[config.mk]
export PLATFORM = sky130hd
export DESIGN_NAME = adc_border_finder_flat
export DESIGN_NICKNAME = d
export VERILOG_FILES = /design/src/design/abf_pkg.sv /design/src/design/abf_if.sv /design/src/design/abf_front.sv /design/src/design/abf_fifo.sv /design/src/design/abf_back.sv /design/src/design/adc_border_finder.sv /design/src/flat_wrapper.sv
export SDC_FILE = /design/constraint.sdc
export NUM_CORES = 1
export LEC_CHECK = 0
export BUFFER_PORTS_ARGS = -buffer_cell sky130_fd_sc_hd__buf_2
export CAP_MARGIN = 0
export CORE_ASPECT_RATIO = 0.75
export CORE_MARGIN = 5
export CORE_UTILIZATION = 30
export CTS_CLUSTER_SIZE = 40
export DETAILED_ROUTE_END_ITERATION = 12
export GPL_ROUTABILITY_DRIVEN = 0
export MAX_ROUTING_LAYER = met4
export PLACE_DENSITY = 0.53
export REMOVE_ABC_BUFFERS = 1
export SLEW_MARGIN = 10
export SYNTH_ARGS = -nofsm -noshare
export SYNTH_HDL_FRONTEND = slang
export SYNTH_SLANG_ARGS = --single-unit
[constraint.sdc]
create_clock -name i_clk -period 7.5 [get_ports i_clk]
set_input_delay 0.75 -clock i_clk [delete_from_list [all_inputs] [get_ports i_clk]]
set_output_delay 0.75 -clock i_clk [all_outputs]
set_load 0.01 [all_outputs]
[src/design/abf_pkg.sv]
// Shared types and constants for the ADC border finder.
// No dependencies; abf_if, abf_front, abf_back and the top level use this package.
package abf_pkg;

    localparam int DEF_INDEX_BITS  = 20;
    localparam int DEF_SAMPLE_BITS = 12;
    localparam int QUEUE_DEPTH     = 4;

    localparam int FCNT_W     = 10;
    localparam int CFG_IDX_W  = 3;
    localparam int CFG_DATA_W = 16;

    localparam int FENCE_WIDTH_RESET     = 8;
    localparam int UNDER_THRESHOLD_RESET = 0;
    localparam int OVER_THRESHOLD_RESET  = 4095;
    localparam int UNDER_LIMIT_RESET     = 0;
    localparam int OVER_LIMIT_RESET      = 4095;

    typedef enum logic [CFG_IDX_W-1:0] {
        CFG_FENCE_WIDTH     = 3'd0,
        CFG_UNDER_THRESHOLD = 3'd1,
        CFG_OVER_THRESHOLD  = 3'd2,
        CFG_UNDER_LIMIT     = 3'd3,
        CFG_OVER_LIMIT      = 3'd4
    } t_cfg_idx;

    typedef enum logic [2:0] {
        KIND_UNDER_BORDER = 3'd0,
        KIND_OVER_BORDER  = 3'd1,
        KIND_UNDER_ERROR  = 3'd2,
        KIND_OVER_ERROR   = 3'd3,
        KIND_DONE         = 3'd4
    } t_kind;

    typedef struct packed {
        logic  ev;
        t_kind kind;
        logic  done;
    } t_pkt_ctl;

endpackage

[src/design/abf_if.sv]
// Handshake interfaces of the ADC border finder: sample, result and config channels.
// Depends on abf_pkg for the result kind and config field widths.
interface abf_sample_if #(
    parameter int SAMPLE_BITS = abf_pkg::DEF_SAMPLE_BITS
);
    logic                   valid;
    logic                   ready;
    logic [SAMPLE_BITS-1:0] sample_code;
    logic                   first_of_record;
    logic                   last_of_record;

    modport source (output valid, output sample_code, output first_of_record,
                    output last_of_record, input ready);
    modport sink (input valid, input sample_code, input first_of_record,
                  input last_of_record, output ready);
endinterface

interface abf_result_if #(
    parameter int INDEX_BITS = abf_pkg::DEF_INDEX_BITS
);
    logic                  valid;
    logic                  ready;
    abf_pkg::t_kind        result_kind;
    logic [INDEX_BITS-1:0] border_start;
    logic [INDEX_BITS:0]   border_end;
    logic [INDEX_BITS-1:0] error_index;
    logic                  last_result;

    modport source (output valid, output result_kind, output border_start,
                    output border_end, output error_index, output last_result,
                    input ready);
    modport sink (input valid, input result_kind, input border_start,
                  input border_end, input error_index, input last_result,
                  output ready);
endinterface

interface abf_cfg_if;
    logic                             valid;
    logic                             ready;
    logic [abf_pkg::CFG_IDX_W-1:0]    index;
    logic [abf_pkg::CFG_DATA_W-1:0]   data;

    modport source (output valid, output index, output data, input ready);
    modport sink (input valid, input index, input data, output ready);
endinterface

[src/design/abf_front.sv]
// Front end: config registers, sample classification and border search state.
// Depends on abf_pkg and abf_if; pushes one packet per sample that yields results.
module abf_front #(
    parameter int INDEX_BITS  = abf_pkg::DEF_INDEX_BITS,
    parameter int SAMPLE_BITS = abf_pkg::DEF_SAMPLE_BITS
) (
    input  logic                  i_clk,
    input  logic                  i_rst_n,
    abf_sample_if.sink            i_sample,
    abf_cfg_if.sink               i_cfg,
    input  logic                  i_full,
    output logic                  o_push,
    output abf_pkg::t_pkt_ctl     o_ctl,
    output logic [INDEX_BITS-1:0] o_bs,
    output logic [INDEX_BITS:0]   o_be,
    output logic [INDEX_BITS-1:0] o_idx
);
    import abf_pkg::*;

    typedef enum logic [4:0] {
        MODE_UNKNOWN = 5'b00001,
        MODE_UNDER   = 5'b00010,
        MODE_RISING  = 5'b00100,
        MODE_OVER    = 5'b01000,
        MODE_FALLING = 5'b10000
    } t_mode;

    logic [FCNT_W-1:0]      r_fence_width;
    logic [SAMPLE_BITS-1:0] r_under_th;
    logic [SAMPLE_BITS-1:0] r_over_th;
    logic [SAMPLE_BITS-1:0] r_under_lim;
    logic [SAMPLE_BITS-1:0] r_over_lim;

    logic                  r_start, n_start;
    t_mode                 r_mode, n_mode;
    logic [FCNT_W-1:0]     r_fcnt, n_fcnt;
    logic [INDEX_BITS-1:0] r_idx, n_idx;
    logic [INDEX_BITS-1:0] r_bs, n_bs;
    logic [INDEX_BITS:0]   r_be, n_be;
    logic                  r_halt, n_halt;

    logic                  cur_start, cur_halt;
    t_mode                 cur_mode;
    logic [FCNT_W-1:0]     cur_fcnt, fcnt_inc;
    logic [INDEX_BITS-1:0] cur_idx, cur_bs;
    logic [INDEX_BITS:0]   cur_be, idx_plus;
    logic                  accept, first;
    logic                  is_under, is_over, is_fence, in_under, in_over, crossed;
    logic                  ev;
    t_kind                 ev_kind;
    logic [SAMPLE_BITS-1:0] code;

    assign accept        = i_sample.valid && i_sample.ready;
    assign i_sample.ready = !i_full;
    assign i_cfg.ready   = 1'b1;
    assign first         = i_sample.first_of_record;
    assign code          = i_sample.sample_code;

    always_ff @(posedge i_clk) begin
        if (!i_rst_n) begin
            r_fence_width <= FCNT_W'(FENCE_WIDTH_RESET);
            r_under_th    <= SAMPLE_BITS'(UNDER_THRESHOLD_RESET);
            r_over_th     <= SAMPLE_BITS'(OVER_THRESHOLD_RESET);
            r_under_lim   <= SAMPLE_BITS'(UNDER_LIMIT_RESET);
            r_over_lim    <= SAMPLE_BITS'(OVER_LIMIT_RESET);
        end else if (i_cfg.valid) begin
            case (i_cfg.index)
                CFG_FENCE_WIDTH:     r_fence_width <= i_cfg.data[FCNT_W-1:0];
                CFG_UNDER_THRESHOLD: r_under_th    <= i_cfg.data[SAMPLE_BITS-1:0];
                CFG_OVER_THRESHOLD:  r_over_th     <= i_cfg.data[SAMPLE_BITS-1:0];
                CFG_UNDER_LIMIT:     r_under_lim   <= i_cfg.data[SAMPLE_BITS-1:0];
                CFG_OVER_LIMIT:      r_over_lim    <= i_cfg.data[SAMPLE_BITS-1:0];
                default: ;
            endcase
        end
    end

    always_comb begin
        cur_start = first ? 1'b0 : r_start;
        cur_mode  = first ? MODE_UNKNOWN : r_mode;
        cur_fcnt  = first ? '0 : r_fcnt;
        cur_idx   = first ? '0 : r_idx;
        cur_bs    = first ? '0 : r_bs;
        cur_be    = first ? '0 : r_be;
        cur_halt  = first ? 1'b0 : r_halt;

        is_under = code <= r_under_th;
        is_over  = code >= r_over_th;
        is_fence = !is_under && !is_over;
        in_under = cur_mode == MODE_UNDER;
        in_over  = cur_mode == MODE_OVER;
        crossed  = (in_under && code > r_under_lim) || (in_over && code < r_over_lim);
        fcnt_inc = (&cur_fcnt) ? cur_fcnt : cur_fcnt + 1'b1;
        idx_plus = {1'b0, cur_idx} + 1'b1;

        n_start = cur_start;
        n_mode  = cur_mode;
        n_fcnt  = cur_fcnt;
        n_bs    = cur_bs;
        n_be    = cur_be;
        n_halt  = cur_halt;
        n_idx   = (&cur_idx) ? cur_idx : cur_idx + 1'b1;
        ev      = 1'b0;
        ev_kind = KIND_UNDER_BORDER;

        if (!cur_halt) begin
            if (!cur_start) begin
                if (is_fence) begin
                    n_fcnt = fcnt_inc;
                    if (fcnt_inc >= r_fence_width) begin
                        n_start = 1'b1;
                    end
                end else begin
                    n_fcnt = '0;
                end
            end else if (in_under || in_over) begin
                if (is_fence) begin
                    n_fcnt = fcnt_inc;
                    if (fcnt_inc >= r_fence_width || crossed) begin
                        ev      = 1'b1;
                        ev_kind = in_under ? KIND_UNDER_BORDER : KIND_OVER_BORDER;
                        n_bs    = '0;
                        n_be    = '0;
                        n_mode  = in_under ? MODE_RISING : MODE_FALLING;
                    end
                end else if (crossed) begin
                    ev      = 1'b1;
                    ev_kind = in_under ? KIND_UNDER_ERROR : KIND_OVER_ERROR;
                    n_halt  = 1'b1;
                end else begin
                    n_fcnt = '0;
                    n_be   = idx_plus;
                end
            end else begin
                if (is_under || is_over) begin
                    if (cur_fcnt < r_fence_width) begin
                        n_fcnt = fcnt_inc;
                    end else begin
                        n_bs   = cur_idx;
                        n_be   = idx_plus;
                        n_mode = is_under ? MODE_UNDER : MODE_OVER;
                        n_fcnt = '0;
                    end
                end else begin
                    n_fcnt = fcnt_inc;
                end
            end
        end
    end

    always_ff @(posedge i_clk) begin
        if (!i_rst_n) begin
            r_start <= 1'b0;
            r_mode  <= MODE_UNKNOWN;
            r_fcnt  <= '0;
            r_idx   <= '0;
            r_bs    <= '0;
            r_be    <= '0;
            r_halt  <= 1'b0;
        end else if (accept) begin
            r_start <= n_start;
            r_mode  <= n_mode;
            r_fcnt  <= n_fcnt;
            r_idx   <= n_idx;
            r_bs    <= n_bs;
            r_be    <= n_be;
            r_halt  <= n_halt;
        end
    end

    assign o_push     = accept && (ev || i_sample.last_of_record);
    assign o_ctl.ev   = ev;
    assign o_ctl.kind = ev_kind;
    assign o_ctl.done = i_sample.last_of_record;
    assign o_bs       = cur_bs;
    assign o_be       = cur_be;
    assign o_idx      = cur_idx;

    a_mode_needs_start: assert property (@(posedge i_clk) disable iff (!i_rst_n)
        r_mode != MODE_UNKNOWN |-> r_start)
        else $error("border mode without start fence");
    a_halt_needs_start: assert property (@(posedge i_clk) disable iff (!i_rst_n)
        r_halt |-> r_start && (r_mode == MODE_UNDER || r_mode == MODE_OVER))
        else $error("halted outside a border");
    a_halt_sticks: assert property (@(posedge i_clk) disable iff (!i_rst_n)
        r_halt && !(accept && first) |=> r_halt)
        else $error("halt dropped without record start");
    a_open_end: assert property (@(posedge i_clk) disable iff (!i_rst_n)
        (r_mode == MODE_UNDER || r_mode == MODE_OVER) |-> r_be > {1'b0, r_bs})
        else $error("open border end not past its start");

endmodule

[src/design/abf_fifo.sv]
// Short packet queue between the front end and the result back end.
// Generic width and depth; no package dependency beyond the defaults in the top level.
module abf_fifo #(
    parameter int WIDTH = 8,
    parameter int DEPTH = 4
) (
    input  logic             i_clk,
    input  logic             i_rst_n,
    input  logic             i_push,
    input  logic [WIDTH-1:0] i_data,
    input  logic             i_pop,
    output logic             o_full,
    output logic             o_valid,
    output logic [WIDTH-1:0] o_data
);
    localparam int PTR_W = (DEPTH > 1) ? $clog2(DEPTH) : 1;
    localparam int CNT_W = $clog2(DEPTH + 1);

    logic [WIDTH-1:0] r_mem [DEPTH];
    logic [PTR_W-1:0] r_wr, r_rd;
    logic [CNT_W-1:0] r_cnt;

    assign o_full  = r_cnt == CNT_W'(DEPTH);
    assign o_valid = r_cnt != '0;
    assign o_data  = r_mem[r_rd];

    always_ff @(posedge i_clk) begin
        if (i_push) begin
            r_mem[r_wr] <= i_data;
        end
    end

    always_ff @(posedge i_clk) begin
        if (!i_rst_n) begin
            r_wr  <= '0;
            r_rd  <= '0;
            r_cnt <= '0;
        end else begin
            if (i_push) begin
                r_wr <= (r_wr == PTR_W'(DEPTH - 1)) ? '0 : r_wr + 1'b1;
            end
            if (i_pop) begin
                r_rd <= (r_rd == PTR_W'(DEPTH - 1)) ? '0 : r_rd + 1'b1;
            end
            case ({i_push, i_pop})
                2'b10:   r_cnt <= r_cnt + 1'b1;
                2'b01:   r_cnt <= r_cnt - 1'b1;
                default: r_cnt <= r_cnt;
            endcase
        end
    end

    a_no_overflow: assert property (@(posedge i_clk) disable iff (!i_rst_n)
        i_push |-> !o_full || i_pop)
        else $error("push into full queue");
    a_no_underflow: assert property (@(posedge i_clk) disable iff (!i_rst_n)
        i_pop |-> o_valid)
        else $error("pop from empty queue");
    a_count_range: assert property (@(posedge i_clk) disable iff (!i_rst_n)
        r_cnt <= CNT_W'(DEPTH))
        else $error("queue count out of range");

endmodule

[src/design/abf_back.sv]
// Back end: pops result packets and issues their one or two results in order.
// Depends on abf_pkg and abf_if; holds one packet and one registered output transaction.
module abf_back #(
    parameter int INDEX_BITS = abf_pkg::DEF_INDEX_BITS
) (
    input  logic                  i_clk,
    input  logic                  i_rst_n,
    input  logic                  i_valid,
    input  abf_pkg::t_pkt_ctl     i_ctl,
    input  logic [INDEX_BITS-1:0] i_bs,
    input  logic [INDEX_BITS:0]   i_be,
    input  logic [INDEX_BITS-1:0] i_idx,
    output logic                  o_pop,
    abf_result_if.source          o_result
);
    import abf_pkg::*;

    logic                  r_hold_ev, r_hold_done;
    t_kind                 r_hold_kind;
    logic [INDEX_BITS-1:0] r_hold_bs, r_hold_idx;
    logic [INDEX_BITS:0]   r_hold_be;

    logic                  r_out_valid;
    t_kind                 r_out_kind, n_out_kind;
    logic [INDEX_BITS-1:0] r_out_bs, n_out_bs;
    logic [INDEX_BITS:0]   r_out_be, n_out_be;
    logic [INDEX_BITS-1:0] r_out_ei, n_out_ei;
    logic                  r_out_last, n_out_last;

    logic load, hold_any, emit, hold_clear;

    assign load       = !r_out_valid || o_result.ready;
    assign hold_any   = r_hold_ev || r_hold_done;
    assign emit       = load && hold_any;
    assign hold_clear = !hold_any || (emit && !(r_hold_ev && r_hold_done));
    assign o_pop      = i_valid && hold_clear;

    always_comb begin
        if (r_hold_ev) begin
            n_out_kind = r_hold_kind;
            n_out_bs   = r_hold_bs;
            n_out_be   = r_hold_be;
            n_out_ei   = (r_hold_kind == KIND_UNDER_ERROR || r_hold_kind == KIND_OVER_ERROR)
                         ? r_hold_idx : '0;
            n_out_last = !r_hold_done;
        end else begin
            n_out_kind = KIND_DONE;
            n_out_bs   = '0;
            n_out_be   = '0;
            n_out_ei   = r_hold_idx;
            n_out_last = 1'b1;
        end
    end

    always_ff @(posedge i_clk) begin
        if (!i_rst_n) begin
            r_out_valid <= 1'b0;
            r_hold_ev   <= 1'b0;
            r_hold_done <= 1'b0;
        end else begin
            if (load) begin
                r_out_valid <= hold_any;
            end
            if (o_pop) begin
                r_hold_ev   <= i_ctl.ev;
                r_hold_done <= i_ctl.done;
            end else if (emit) begin
                if (r_hold_ev) begin
                    r_hold_ev <= 1'b0;
                end else begin
                    r_hold_done <= 1'b0;
                end
            end
        end
    end

    always_ff @(posedge i_clk) begin
        if (o_pop) begin
            r_hold_kind <= i_ctl.kind;
            r_hold_bs   <= i_bs;
            r_hold_be   <= i_be;
            r_hold_idx  <= i_idx;
        end
        if (emit) begin
            r_out_kind <= n_out_kind;
            r_out_bs   <= n_out_bs;
            r_out_be   <= n_out_be;
            r_out_ei   <= n_out_ei;
            r_out_last <= n_out_last;
        end
    end

    assign o_result.valid        = r_out_valid;
    assign o_result.result_kind  = r_out_kind;
    assign o_result.border_start = r_out_bs;
    assign o_result.border_end   = r_out_be;
    assign o_result.error_index  = r_out_ei;
    assign o_result.last_result  = r_out_last;

    a_done_is_last: assert property (@(posedge i_clk) disable iff (!i_rst_n)
        r_out_valid && r_out_kind == KIND_DONE |-> r_out_last && r_out_bs == '0 && r_out_be == '0)
        else $error("done result malformed");
    a_border_no_index: assert property (@(posedge i_clk) disable iff (!i_rst_n)
        r_out_valid && (r_out_kind == KIND_UNDER_BORDER || r_out_kind == KIND_OVER_BORDER)
        |-> r_out_ei == '0)
        else $error("border result carries an index");
    a_error_then_done: assert property (@(posedge i_clk) disable iff (!i_rst_n)
        r_out_valid && !r_out_last |-> r_hold_done && !r_hold_ev)
        else $error("first of two results lost its follower");

endmodule

[src/design/adc_border_finder.sv]
// Top level of the ADC border finder: front end, packet queue and result back end.
// Depends on abf_pkg, abf_if, abf_front, abf_fifo and abf_back.
//
//  channel    dir  transaction                                   payload
//  i_sample   in   one ADC sample with record marks              code, first, last
//  i_cfg      in   one register write, index 0..4                index, data
//  o_result   out  border, error or done, one per transaction    kind, start, end, index, last
//
//  A sample is taken every cycle while the packet queue has room; the search state updates
//  in that same cycle, and its results pass the queue and the back end's hold and output
//  registers. Each packet drains at one result per cycle while o_result is ready: a sample
//  with two results makes two transactions. Reset is synchronous and clears all search state
//  and loads the register defaults; o_result stalls back up through the queue to i_sample.
module adc_border_finder #(
    parameter int INDEX_BITS  = abf_pkg::DEF_INDEX_BITS,
    parameter int SAMPLE_BITS = abf_pkg::DEF_SAMPLE_BITS
) (
    input  logic          i_clk,
    input  logic          i_rst_n,
    abf_sample_if.sink    i_sample,
    abf_cfg_if.sink       i_cfg,
    abf_result_if.source  o_result
);
    import abf_pkg::*;

    localparam int PKT_W = $bits(t_pkt_ctl) + 3 * INDEX_BITS + 1;

    logic                  push, pop, full, q_valid;
    t_pkt_ctl              f_ctl, b_ctl;
    logic [INDEX_BITS-1:0] f_bs, f_idx, b_bs, b_idx;
    logic [INDEX_BITS:0]   f_be, b_be;
    logic [PKT_W-1:0]      q_in, q_out;

    abf_front #(
        .INDEX_BITS  (INDEX_BITS),
        .SAMPLE_BITS (SAMPLE_BITS)
    ) u_front (
        .i_clk    (i_clk),
        .i_rst_n  (i_rst_n),
        .i_sample (i_sample),
        .i_cfg    (i_cfg),
        .i_full   (full),
        .o_push   (push),
        .o_ctl    (f_ctl),
        .o_bs     (f_bs),
        .o_be     (f_be),
        .o_idx    (f_idx)
    );

    assign q_in = {f_ctl, f_bs, f_be, f_idx};

    abf_fifo #(
        .WIDTH (PKT_W),
        .DEPTH (QUEUE_DEPTH)
    ) u_queue (
        .i_clk   (i_clk),
        .i_rst_n (i_rst_n),
        .i_push  (push),
        .i_data  (q_in),
        .i_pop   (pop),
        .o_full  (full),
        .o_valid (q_valid),
        .o_data  (q_out)
    );

    assign {b_ctl, b_bs, b_be, b_idx} = q_out;

    abf_back #(
        .INDEX_BITS (INDEX_BITS)
    ) u_back (
        .i_clk    (i_clk),
        .i_rst_n  (i_rst_n),
        .i_valid  (q_valid),
        .i_ctl    (b_ctl),
        .i_bs     (b_bs),
        .i_be     (b_be),
        .i_idx    (b_idx),
        .o_pop    (pop),
        .o_result (o_result)
    );

endmodule
[src/flat_wrapper.sv]
// flat-port wrapper written by rule: the top's interface ports become plain ports
module adc_border_finder_flat import abf_pkg::*;
#(
    parameter int INDEX_BITS  = abf_pkg::DEF_INDEX_BITS,
    parameter int SAMPLE_BITS = abf_pkg::DEF_SAMPLE_BITS
)
  (i_clk, i_rst_n, i_sample_valid, i_sample_sample_code, i_sample_first_of_record, i_sample_last_of_record, i_sample_ready, i_cfg_valid, i_cfg_index, i_cfg_data, i_cfg_ready, o_result_valid, o_result_result_kind, o_result_border_start, o_result_border_end, o_result_error_index, o_result_last_result, o_result_ready);
  abf_sample_if #(.SAMPLE_BITS(SAMPLE_BITS)) i_sample_i ();
  abf_cfg_if i_cfg_i ();
  abf_result_if #(.INDEX_BITS(INDEX_BITS)) o_result_i ();
  input  logic i_clk;
  input  logic i_rst_n;
  input wire logic [$bits(i_sample_i.valid)-1:0] i_sample_valid;
  input wire logic [$bits(i_sample_i.sample_code)-1:0] i_sample_sample_code;
  input wire logic [$bits(i_sample_i.first_of_record)-1:0] i_sample_first_of_record;
  input wire logic [$bits(i_sample_i.last_of_record)-1:0] i_sample_last_of_record;
  output wire logic [$bits(i_sample_i.ready)-1:0] i_sample_ready;
  input wire logic [$bits(i_cfg_i.valid)-1:0] i_cfg_valid;
  input wire logic [$bits(i_cfg_i.index)-1:0] i_cfg_index;
  input wire logic [$bits(i_cfg_i.data)-1:0] i_cfg_data;
  output wire logic [$bits(i_cfg_i.ready)-1:0] i_cfg_ready;
  output wire logic [$bits(o_result_i.valid)-1:0] o_result_valid;
  output wire logic [$bits(o_result_i.result_kind)-1:0] o_result_result_kind;
  output wire logic [$bits(o_result_i.border_start)-1:0] o_result_border_start;
  output wire logic [$bits(o_result_i.border_end)-1:0] o_result_border_end;
  output wire logic [$bits(o_result_i.error_index)-1:0] o_result_error_index;
  output wire logic [$bits(o_result_i.last_result)-1:0] o_result_last_result;
  input wire logic [$bits(o_result_i.ready)-1:0] o_result_ready;
  assign i_sample_i.valid = i_sample_valid;
  assign i_sample_i.sample_code = i_sample_sample_code;
  assign i_sample_i.first_of_record = i_sample_first_of_record;
  assign i_sample_i.last_of_record = i_sample_last_of_record;
  assign i_sample_ready = i_sample_i.ready;
  assign i_cfg_i.valid = i_cfg_valid;
  assign i_cfg_i.index = i_cfg_index;
  assign i_cfg_i.data = i_cfg_data;
  assign i_cfg_ready = i_cfg_i.ready;
  assign o_result_valid = o_result_i.valid;
  assign o_result_result_kind = o_result_i.result_kind;
  assign o_result_border_start = o_result_i.border_start;
  assign o_result_border_end = o_result_i.border_end;
  assign o_result_error_index = o_result_i.error_index;
  assign o_result_last_result = o_result_i.last_result;
  assign o_result_i.ready = o_result_ready;
  adc_border_finder #(.INDEX_BITS(INDEX_BITS), .SAMPLE_BITS(SAMPLE_BITS)) u_core (.i_clk(i_clk), .i_rst_n(i_rst_n), .i_sample(i_sample_i), .i_cfg(i_cfg_i), .o_result(o_result_i));
endmodule
==> flow_summary.json, run 1 <==
{
  "fin_util_pct": 34.8,
  "p_total_mw": 7.86,
  "ys_warn_count": 0,
  "power.switching_fraction_pct": 25.5,
  "grt_pass1_vias": 12800,
  "tritoncts.num_buffers": 55,
  "timing.final.ws_setup_ps": 1940,
  "die_area_um2": 78900,
  "timing.final.crit_share_pct": 74.1,
  "io_buffers": 100,
  "hold_ws_ps": 403,
  "post_route_cells_drive_above_1_share_pct": 17.0,
  "placed_cells": 2578,
  "yosys-top-cells-area": "sky130_fd_sc_hd__edfxtp_1 53%, sky130_fd_sc_hd__dfxtp_1 13%, sky130_fd_sc_hd__mux4_2 6.7%",
  "vias": 12700,
  "timing.critical_path.fanout_max": 33,
  "num-nets-final": 1780,
  "nature_of_the_critical_path_endpoint": "flip-flop",
  "placedInstanceArea_um2": 23600,
  "timing.clock.skew_ps": 12.5,
  "floorplan.die.width_um": 323,
  "power.leakage_nw": 8.88,
  "synthToLayoutAreaGrowth_pct": 15.7,
  "initial_utilization_pct": 30.1,
  "synth_seq_cells": 536,
  "standard_cell_rows": 86,
  "clkSinkCount": 536,
  "post-synth-top-area-cell": "sky130_fd_sc_hd__edfxtp_1",
  "grt_antenna_before_repair": 0,
  "metal2_wl_um": 21300,
  "detailed_route_iter0_violations": 919,
  "timing.slew.headroom_pct": 24.4,
  "track_usage_pct": 12.2,
  "worst_ep_required_time_ps": 8020,
  "synth.avg_cell_area_um2": 14.0,
  "clk_pin_slew_worst_paths_ps": 60,
  "crit_arrival_ps": 6080,
  "grt_first_pass_wirelength_um": 74400,
  "post_cts_hold_buffer_count": 0,
  "coreArea_um2": 73100,
  "routed_wirelength_um": 47400,
  "synth_async_reset_ratio_pct": 0,
  "sequentialPowerShare_pct": 49.2,
  "setup-violations-final": 0,
  "dp_worst_setup_slack_ps": 1370,
  "top_signal_layer_used": "met4",
  "hold-path-cell-count": 1,
  "clock.fmax_ghz": 0.180,
  "layoutNonFillerInstCount": 2682,
  "worst_setup_path_start_kind": "input port",
  "layout.cells.most_common_list": "388 x sky130_fd_sc_hd__edfxtp_1, 145 x sky130_fd_sc_hd__dfxtp_1, 142 x sky130_fd_sc_hd__nand2_1",
  "clock_network_power_share_pct": 35.5,
  "tritoncts": "built",
  "clock-root-buffer": "sky130_fd_sc_hd__clkbuf_16",
  "ctsResizeCount": 0,
  "synth_top_area_share_pct": 53.0,
  "number_of_hold_violations_in_the_final_report": 0,
  "yosysSeqAreaShare_pct": 66.4,
  "cts_setup_buffers": 0,
  "outcome": "complete, no violations",
  "timing_worst_slew_pin_value_ps": 1130,
  "p_switching_mw": 2.00,
  "rsz0062_at_grt": "no",
  "cts.htree.levels": 2,
  "grt_max_degree": 72,
  "num-fill-cells": 6987,
  "drcViolationCount": 0,
  "synth_edf_count": 388,
  "wl_met1_um": 22600,
  "mappedNetlistArea_um2": 22000,
  "power_per_cell_area_nw_per_um2": 309,
  "syn-instance-count": 1572,
  "timing.final.crit_period_ps": 5560,
  "netlist-cell-type-count": 67,
  "antenna_violating_nets_post_route": 0,
  "num_io_pins": 106,
  "grt_overflow_total": 0,
  "floorplan.die.height_um": 244,
  "reg2regPathDepth": 22,
  "max-vdd-ir-drop_uv": 164,
  "vias_per_cell": 4.74,
  "critical_path_class": "in -> reg",
  "per_cell_routed_wire_length_um": 17.7,
  "detail_route.first_pass.iterations": 5,
  "dpl.hpwl_um": 29900,
  "diodes": 0,
  "layout_commonest_cell": "sky130_fd_sc_hd__edfxtp_1",
  "clock_tree_buf_depth": 3,
  "reg2reg_setup_slack_ps": 1980,
  "clock_insertion_delay_worst_skew_ps": 590,
  "synth-main-ff-cell": "sky130_fd_sc_hd__edfxtp_1",
  "intPower_mw": 5.86,
  "maxCapViolations": 0,
  "drv_slew": 0,
  "setup_total_negative_slack_ps": 0,
  "worst_hold_path_type": "in -> reg",
  "finalInstanceArea_um2": 25400,
  "power.share.combinational_pct": 15.3,
  "wl_met3_um": 2580
}
-- power by group through the flow --
stage | combinational (mW) | clock (mW) | sequential, mW
2_1_floorplan | 0.662 | 0 | 4.04
3_3_place_gp | 1.24 | 0 | 3.93
3_5_place_dp | 1.24 | 0 | 3.94
4_1_cts | 1.25 | 2.88 | 3.88
5_1_grt | 1.33 | 3.01 | 3.92
6_report | 1.20 | 2.79 | 3.87
-- cell families after synthesis --
| group | Yosys count | synth area share (%) |
|---|---|---|
| flops | 536 | 66.4 |
| simple gates | 461 | 10.8 |
| compound gates | 253 | 7.84 |
| buf+inv | 150 | 2.68 |
| fa+ha+maj | 75 | 4.30 |
| mux | 74 | 7.07 |
| xor+xnor | 22 | 0.876 |
| other cells | 1 | 0.0170 |
-- cell type report --
cell class | instances | area [um2] | area share [%]
flip-flops and latches | 536 | 14600 | 57.5
inverters | 71 | 267 | 1.05
clock buffers | 76 | 1560 | 6.12
repair buffers | 117 | 668 | 2.63
multi-input cells | 886 | 6800 | 26.7
clock inverters | 28 | 320 | 1.26
well taps | 968 | 1210 | 4.76
-- cells in the mapped netlist, drive strengths merged, types with 14 or more instances --
library cell,count
o21ai,29
and2,75
dfxtp,148
nand3,25
nor3,19
ha,74
inv,71
nor2b,78
o211ai,34
nor2,59
nand2,143
clkbuf,55
mux4,65
edfxtp,388
nand4,14
buf,24
a21oi,82
and3,16
a22o,34
-- sequential cells by signal, indices dropped and copies added (netlist names), 20 cells and up, named ones only --
name                                 count
u_core.u_back.o_result.border_end       21
u_core.u_front.r_bs                     20
u_core.u_back.o_result.border_start     20
u_core.u_back.o_result.error_index      20
u_core.u_back.r_hold_bs                 20
u_core.u_back.r_hold_be                 21
u_core.u_queue.r_mem                   260
u_core.u_front.r_idx                    20
u_core.u_front.r_be                     21
u_core.u_back.r_hold_idx                20
-- final timing paths --
| kind | end | from |
|---|---|---|
| min | u_core.u_queue.r_mem[2][61] | i_sample_last_of_record |
| max reg2reg | u_core.u_queue.r_cnt[2] | u_core.u_front.r_fcnt[0] |
| max | u_core.u_queue.r_cnt[2] | i_sample_first_of_record |
| min reg2reg | u_core.u_front.r_under_lim[3] | u_core.u_front.r_under_lim[3] |
-- routing by layer --
metal | global-route usage, % | vias to the layer above
li1 | - | 6041
met4 | 3.08 | 0
met3 | 2.43 | 67
met1 | 16.9 | 6328
met2 | 18.6 | 269
met5 | - | -
-- worst max-delay path, stage by stage --
cell and delay [ps]:
sky130_fd_sc_hd__buf_4 220, sky130_fd_sc_hd__nor2b_1 270, sky130_fd_sc_hd__ha_1 220, sky130_fd_sc_hd__nand3_1 110
sky130_fd_sc_hd__nor2_1 180, sky130_fd_sc_hd__and3_1 230, sky130_fd_sc_hd__nand3_1 320, sky130_fd_sc_hd__nand3_1 200
sky130_fd_sc_hd__o21a_1 160, sky130_fd_sc_hd__ha_1 240, sky130_fd_sc_hd__a2111oi_0 620, sky130_fd_sc_hd__o211ai_1 220
sky130_fd_sc_hd__o211ai_1 270, sky130_fd_sc_hd__nor3_1 120, sky130_fd_sc_hd__o211a_1 320, sky130_fd_sc_hd__o21a_1 290
sky130_fd_sc_hd__inv_1 80, sky130_fd_sc_hd__ha_1 170, sky130_fd_sc_hd__inv_1 60, sky130_fd_sc_hd__fa_1 370
sky130_fd_sc_hd__xor2_1 160, sky130_fd_sc_hd__or3_1 310, sky130_fd_sc_hd__a21oi_1 150
No activity file was read; power rests on OpenSTA's default activity.
==> run 2, diff against run 1 <==
Settings changed: ABC_AREA from default to 1, PLACE_DENSITY 0.53 to 0.54.
Clock period 7.5 ns to 5.1 ns, I/O delays scaled along.
==> run 2 against run 1 <==
Against the previous run:
- via count rose by 31%
- clock power rose by 41%
- flip-flop and latch count did not move
- worst hold slack got worse by 250 ps
- wire length rose by 23%
- clock skew rose by 3.2 ps
- largest cell class unchanged
==> flow_summary.json, run 2 <==
{
  "outcome": "complete, no violations",
  "synthMuxAreaShare_pct": 0,
  "cts_setup_buffers": 0,
  "library_cell_with_the_highest_instance_count_after_synthesis": "sky130_fd_sc_hd__nand2_1",
  "synth_area_in_compound_gates_pct": 11.8,
  "num_io_pins": 106,
  "syn-instance-count": 2465,
  "synth.avg_cell_area_um2": 9.74,
  "timing.slew.headroom_pct": 31.9,
  "setup-violations-final": 0,
  "clock_insertion_delay_worst_skew_ps": 620,
  "yosysSeqAreaShare_pct": 60.9,
  "synthToLayoutAreaGrowth_pct": 13.9,
  "clkSinkCount": 536,
  "rsz0062_at_grt": "no",
  "drcViolationCount": 0,
  "power.share.combinational_pct": 20.9,
  "largest_register": "u_core.u_queue.r_mem",
  "timing.critical_path.fanout_max": 9,
  "num-nets-final": 2643,
  "ys_warn_count": 0,
  "dpl.hpwl_um": 36900,
  "layout_commonest_cell": "sky130_fd_sc_hd__nand2_1",
  "routed_wirelength_um": 58100,
  "antenna_violating_nets_post_route": 0,
  "cts.htree.levels": 2,
  "multi_input_comb_area_um2": 7760,
  "clock.fmax_ghz": 0.229,
  "detailed_route_iter0_violations": 1372,
  "floorplan.die.width_um": 337,
  "synth_async_reset_ratio_pct": 0,
  "intPower_mw": 8.64,
  "layout.cells.most_common_list": "428 x sky130_fd_sc_hd__nand2_1, 388 x sky130_fd_sc_hd__edfxtp_1, 287 x sky130_fd_sc_hd__inv_1",
  "timing.clock.skew_ps": 15.7,
  "synth_adder_area_share_pct": 3.94,
  "num-fill-cells": 8055,
  "sequentialPowerShare_pct": 47.3,
  "clk_pin_slew_worst_paths_ps": 60,
  "timing.final.crit_period_ps": 4370,
  "track_usage_pct": 13.8,
  "yosys.area_share.simple_pct": 15.7,
  "p_total_mw": 12.4,
  "worst_setup_path_start_kind": "flip-flop",
  "timing.final.crit_share_pct": 85.7,
  "synth_seq_cells": 536,
  "initial_utilization_pct": 30.4,
  "drv_slew": 0,
  "coreArea_um2": 79100,
  "critical_path_class": "reg -> reg",
  "maxCapViolations": 0,
  "standard_cell_rows": 89,
  "vias_per_cell": 4.60,
  "placedInstanceArea_um2": 25600,
  "synth_top_area_share_pct": 48.5,
  "grt_pass1_vias": 15600,
  "dp_worst_setup_slack_ps": 467,
  "synthXorXnorAreaFrac_pct": 0.657,
  "post_route_cells_drive_above_1_share_pct": 11.0,
  "seqCellArea_um2": 14600,
  "yosys-top-cells-area": "sky130_fd_sc_hd__edfxtp_1 49%, sky130_fd_sc_hd__dfxtp_1 12%, sky130_fd_sc_hd__nand2_1 6.7%",
  "worst_hold_path_type": "in -> reg",
  "synth-main-ff-cell": "sky130_fd_sc_hd__edfxtp_1",
  "vias": 16700,
  "worst_ep_required_time_ps": 5600,
  "mappedNetlistArea_um2": 24000,
  "crit_arrival_ps": 4880,
  "ctsResizeCount": 0,
  "p_switching_mw": 3.78,
  "number_of_hold_violations_in_the_final_report": 0,
  "grt_max_degree": 86,
  "io_buffers": 100,
  "largest_register_ff_count": 260,
  "detail_route.first_pass.iterations": 6,
  "floorplan.die.height_um": 255,
  "placed_cells": 3520,
  "power.leakage_nw": 10.7,
  "per_cell_routed_wire_length_um": 16.0,
  "hold_ws_ps": 158,
  "grt_antenna_before_repair": 0,
  "synth_top_cells_by_count": "429 x sky130_fd_sc_hd__nand2_1, 388 x sky130_fd_sc_hd__edfxtp_1, 289 x sky130_fd_sc_hd__inv_1",
  "grt_overflow_total": 0,
  "layoutNonFillerInstCount": 3621,
  "clock_tree_buf_depth": 3,
  "timing.final.ws_setup_ps": 728,
  "die_area_um2": 85900,
  "largest_family_of_logic_cells_by_synthesized_area": "simple AND/OR/NAND/NOR gates",
  "finalInstanceArea_um2": 27300,
  "post_cts_hold_buffer_count": 0,
  "tritoncts": "built",
  "tritoncts.num_buffers": 54,
  "setup_total_negative_slack_ps": 0,
  "grt_first_pass_wirelength_um": 91300,
  "post-synth-top-area-cell": "sky130_fd_sc_hd__edfxtp_1",
  "clock_network_power_share_pct": 31.7,
  "timing_worst_slew_pin_value_ps": 1020,
  "nature_of_the_critical_path_endpoint": "flip-flop",
  "netlist-cell-type-count": 46,
  "diodes": 0,
  "max-vdd-ir-drop_uv": 406,
  "power.switching_fraction_pct": 30.5,
  "synth_edf_count": 388,
  "power_per_cell_area_nw_per_um2": 454,
  "fin_util_pct": 34.6,
  "clock-root-buffer": "sky130_fd_sc_hd__clkbuf_16"
}
[run 2: changes by cell type in the layout (fill, tap and decap cells not counted), sizes merged, moves of 12 or more]
| cell | change |
|---|---|
| a21oi | +91 |
| a22o | -34 |
| and2 | -72 |
| and3 | -16 |
| buf | +12 |
| inv | +229 |
| mux4 | -65 |
| nand2 | +301 |
| nand2b | -12 |
| nand3 | +84 |
| nor2 | +239 |
| nor2b | -78 |
| o21ai | +204 |
| o22ai | +66 |
[run 2: final cells by class]
cell class | count | share of cell area (%)
Clock buffer | 68 | 5.21
Timing Repair Buffer | 129 | 2.81
Inverter | 303 | 4.19
Tap cell | 1046 | 4.79
Clock inverter | 33 | 1.14
Sequential cell | 536 | 53.5
Multi-Input combinational cell | 1506 | 28.4
[run 2: final timing paths]
check	startpoint	endpoint	slack [ps]	depth (start not counted)
setup / recovery	u_core.u_front.r_fcnt[0]	u_core.u_queue.r_cnt[2]	730	26
hold / removal	i_sample_last_of_record	u_core.u_queue.r_mem[0][61]	160	1
setup reg to reg	u_core.u_front.r_fcnt[0]	u_core.u_queue.r_cnt[2]	730	26
hold reg to reg	u_core.u_front.r_under_th[1]	u_core.u_front.r_under_th[1]	460	2
[run 2: worst max-delay path: stages (launching register included)]
cell	delay, ps
sky130_fd_sc_hd__dfxtp_1	320
sky130_fd_sc_hd__inv_1	110
sky130_fd_sc_hd__nor2_2	160
sky130_fd_sc_hd__ha_1	220
sky130_fd_sc_hd__nand2_1	90
sky130_fd_sc_hd__nor2_1	190
sky130_fd_sc_hd__nand3_2	240
sky130_fd_sc_hd__or2_0	270
sky130_fd_sc_hd__nand2_1	90
sky130_fd_sc_hd__inv_2	50
sky130_fd_sc_hd__ha_1	280
sky130_fd_sc_hd__inv_1	60
sky130_fd_sc_hd__o21bai_1	60
sky130_fd_sc_hd__nand3_1	70
sky130_fd_sc_hd__nand3_1	110
sky130_fd_sc_hd__nor2_1	190
sky130_fd_sc_hd__nand3_1	190
sky130_fd_sc_hd__nand3_1	220
sky130_fd_sc_hd__nand2_2	110
sky130_fd_sc_hd__nand2_4	160
sky130_fd_sc_hd__ha_1	170
sky130_fd_sc_hd__inv_1	60
sky130_fd_sc_hd__fa_1	370
sky130_fd_sc_hd__a21oi_1	130
sky130_fd_sc_hd__o21ai_0	110
sky130_fd_sc_hd__o21ai_0	170
sky130_fd_sc_hd__a21oi_1	50
[run 2: routing by layer]
metal	GRT usage [%]	vias to the layer above	routed length (um)
met2	20.6	311	25300
met4	3.07	0	969
met1	19.6	7780	28900
met5	-	-	0
li1	-	8477	-
met3	2.48	82	3020
[run 2: cell families (layout without fill, tap and decap cells)]
logic type               count (synthesis)  in the layout
AND/OR/NAND/NOR                        887            887
flip-flops                             536            536
AO/OA/AOI/OAI                          525            525
buffers and inverters                  423            533
adder cells (fa/ha/maj)                 75             75
XOR/XNOR                                18             18
other                                    1              1
[run 2: power by group through the flow]
stage	Combinational, mW	Sequential, mW	Clock (mW)
2_1_floorplan	1.37	6.22	0
4_1_cts	2.69	5.90	4.08
3_3_place_gp	2.66	5.99	0
3_5_place_dp	2.68	5.99	0
5_1_grt	2.98	5.96	4.25
6_report	2.60	5.88	3.94
==> run 3, diff against run 2 <==
Clock period 5.1 ns to 4 ns, I/O delays scaled along.
==> run 3 against run 2 <==
Against the previous run:
- die area stayed put
- highest routed layer unchanged
- flip-flop and latch count stayed put
- first-iteration DRC count is 5.0% lower
- clock skew is 2.8 ps higher
- worst hold slack worse by 94 ps
- clock-buffer cell count is 3 higher
- clock power is 29% higher
- setup slack worse by 380 ps
- core utilization is 0.72 points higher
- fmax is 20% higher
==> flow_summary.json, run 3 (synthesized netlist as in run 2, its figures left out) <==
{
  "outcome": "complete, no violations",
  "vias": 17100,
  "worstReg2RegStart": "u_core.u_front.r_fcnt[0]",
  "per_cell_routed_wire_length_um": 16.2,
  "reg2reg_setup_slack_ps": 350,
  "floorplan.die.width_um": 337,
  "timing.final.crit_share_pct": 91.2,
  "die_area_um2": 85900,
  "floorplan.die.height_um": 255,
  "min_delay_worst_endpoint": "u_core.u_front.r_over_lim[11]",
  "setup-violations-final": 0,
  "initial_utilization_pct": 30.4,
  "standard_cell_rows": 89,
  "timing.critical_path.fanout_max": 3,
  "num_io_pins": 106,
  "tritoncts.num_buffers": 55,
  "power_per_cell_area_nw_per_um2": 574,
  "multi_input_comb_area_um2": 7800,
  "rr_endpoint": "u_core.u_queue.r_cnt[2]",
  "rsz0062_at_grt": "no",
  "vias_per_cell": 4.64,
  "clock-root-buffer": "sky130_fd_sc_hd__clkbuf_16",
  "grt_antenna_before_repair": 0,
  "seqCellArea_um2": 14600,
  "worst_setup_path_start_kind": "flip-flop",
  "nature_of_the_critical_path_endpoint": "flip-flop",
  "timing.clock.skew_ps": 18.6,
  "placedInstanceArea_um2": 26100,
  "finalInstanceArea_um2": 27900,
  "clock_tree_buf_depth": 3,
  "hold-path-cell-count": 3,
  "worst_hold_path_type": "in -> reg",
  "drv_slew": 0,
  "largest_register": "u_core.u_queue.r_mem",
  "number_of_hold_violations_in_the_final_report": 0,
  "dp_worst_setup_slack_ps": -54.7,
  "diodes": 0,
  "track_usage_pct": 14.1,
  "tritoncts": "built",
  "antenna_violating_nets_post_route": 0,
  "power.leakage_nw": 11.1,
  "post_route_cells_drive_above_1_share_pct": 13.2,
  "layout_commonest_cell": "sky130_fd_sc_hd__nand2_1",
  "drcViolationCount": 0,
  "clock_insertion_delay_worst_skew_ps": 620,
  "num-nets-final": 2697,
  "reg2regPathDepth": 26,
  "layout.cells.most_common_list": "428 x sky130_fd_sc_hd__nand2_1, 388 x sky130_fd_sc_hd__edfxtp_1, 287 x sky130_fd_sc_hd__inv_1",
  "routed_wirelength_um": 59700,
  "critical_path_class": "reg -> reg",
  "timing.final.ws_setup_ps": 350,
  "timing_worst_slew_pin_value_ps": 984,
  "timing.slew.headroom_pct": 34.0,
  "io_buffers": 100,
  "synthToLayoutAreaGrowth_pct": 16.2,
  "grt_first_pass_wirelength_um": 93500,
  "worst_ep_required_time_ps": 4510,
  "clock.fmax_ghz": 0.274,
  "detail_route.first_pass.iterations": 6,
  "coreArea_um2": 79100,
  "largest_register_ff_count": 260,
  "timing.final.crit_period_ps": 3650,
  "grt_max_degree": 82,
  "dpl.hpwl_um": 38400,
  "clkSinkCount": 536,
  "setup_total_negative_slack_ps": 0,
  "cts.htree.levels": 2,
  "clk_pin_slew_worst_paths_ps": 60,
  "grt_pass1_vias": 15900,
  "max-vdd-ir-drop_uv": 530,
  "grt_overflow_total": 0,
  "start_point_of_the_worst_hold_path": "i_cfg_data[11]",
  "num-fill-cells": 8014,
  "maxCapViolations": 0,
  "detailed_route_iter0_violations": 1303,
  "crit_arrival_ps": 4160
}
==> run 3: how the worst max path moves through the flow <==
stage                             start                      end  slack, ps  cells after the start
6_report       u_core.u_front.r_fcnt[0]  u_core.u_queue.r_cnt[2]        350                     26
2_1_floorplan   u_core.u_back.r_hold_ev  u_core.u_queue.r_cnt[2]      -1960                     10
3_3_place_gp   i_sample_first_of_record  u_core.u_queue.r_cnt[2]         -7                     26
5_1_grt        u_core.u_front.r_fcnt[0]  u_core.u_queue.r_cnt[2]        0.9                     26
3_5_place_dp   i_sample_first_of_record  u_core.u_queue.r_cnt[2]        -50                     26
4_1_cts        u_core.u_front.r_fcnt[0]  u_core.u_queue.r_cnt[2]        160                     26
==> run 3: critical path, cell delays in order, from the launching register on <==
cell	delay [ps]
sky130_fd_sc_hd__dfxtp_1	340
sky130_fd_sc_hd__inv_1	60
sky130_fd_sc_hd__nor2_2	100
sky130_fd_sc_hd__ha_1	170
sky130_fd_sc_hd__nand2_1	110
sky130_fd_sc_hd__nor3_2	150
sky130_fd_sc_hd__buf_4	140
sky130_fd_sc_hd__buf_4	90
sky130_fd_sc_hd__xnor2_1	100
sky130_fd_sc_hd__nand2_1	100
sky130_fd_sc_hd__ha_1	280
sky130_fd_sc_hd__nand2_1	90
sky130_fd_sc_hd__nor2_1	60
sky130_fd_sc_hd__nand3_1	70
sky130_fd_sc_hd__nand3_1	120
sky130_fd_sc_hd__nor2_2	180
sky130_fd_sc_hd__nand3_2	110
sky130_fd_sc_hd__nand3_2	100
sky130_fd_sc_hd__nand2_2	80
sky130_fd_sc_hd__nand2_4	60
sky130_fd_sc_hd__ha_1	140
sky130_fd_sc_hd__inv_1	60
sky130_fd_sc_hd__fa_1	370
sky130_fd_sc_hd__a21oi_1	140
sky130_fd_sc_hd__o21ai_0	110
sky130_fd_sc_hd__o21ai_0	150
sky130_fd_sc_hd__a21oi_1	60
==> run 3: what timing repair did <==
action / 4_1_cts / 5_1_grt
gates resized for setup: 0 / 9
hold buffers: 0 / 0
setup endpoints to repair: 0 / 2
buffers inserted: 0 / 0
==> run 3: routing by layer <==
layer,part of all wire [%],track usage (%),vias to the layer above
li1,-,-,8586
met1,49,20.2,8041
met2,43,20.9,368
met3,5.6,2.85,67
met4,1.7,2.98,0
met5,0,-,-
==> run 3: metrics by stage <==
| step | cells | hold slack (ps) | util (%) | power (mW) |
|---|---|---|---|---|
| after floorplan | 2345 | 427 | - | 9.66 |
| after CTS | 3676 | 16.6 | 35.2 | 16.3 |
| final | 3676 | 64.2 | 35.3 | 16.0 |
| after detailed placement | 3573 | 451 | 33.0 | 11.1 |
| after global placement | 3573 | 441 | 33.0 | 11.1 |
| after global routing | 3676 | 33.2 | 35.3 | 17.0 |
==> run 3: report_power, final <==
group | switching [mW] | internal, mW
combinational | 2.43 | 0.990
clock | 2.22 | 2.87
sequential | 0.260 | 7.23
==> run 3: area by class of cell <==
class / count / area share [%]
sequential: 536 / 52.4
timing repair buffer: 182 / 4.45
clock inverter: 32 / 1.02
inverter: 303 / 4.11
tap: 1046 / 4.69
multi-input combinational: 1506 / 28.0
clock buffer: 71 / 5.40
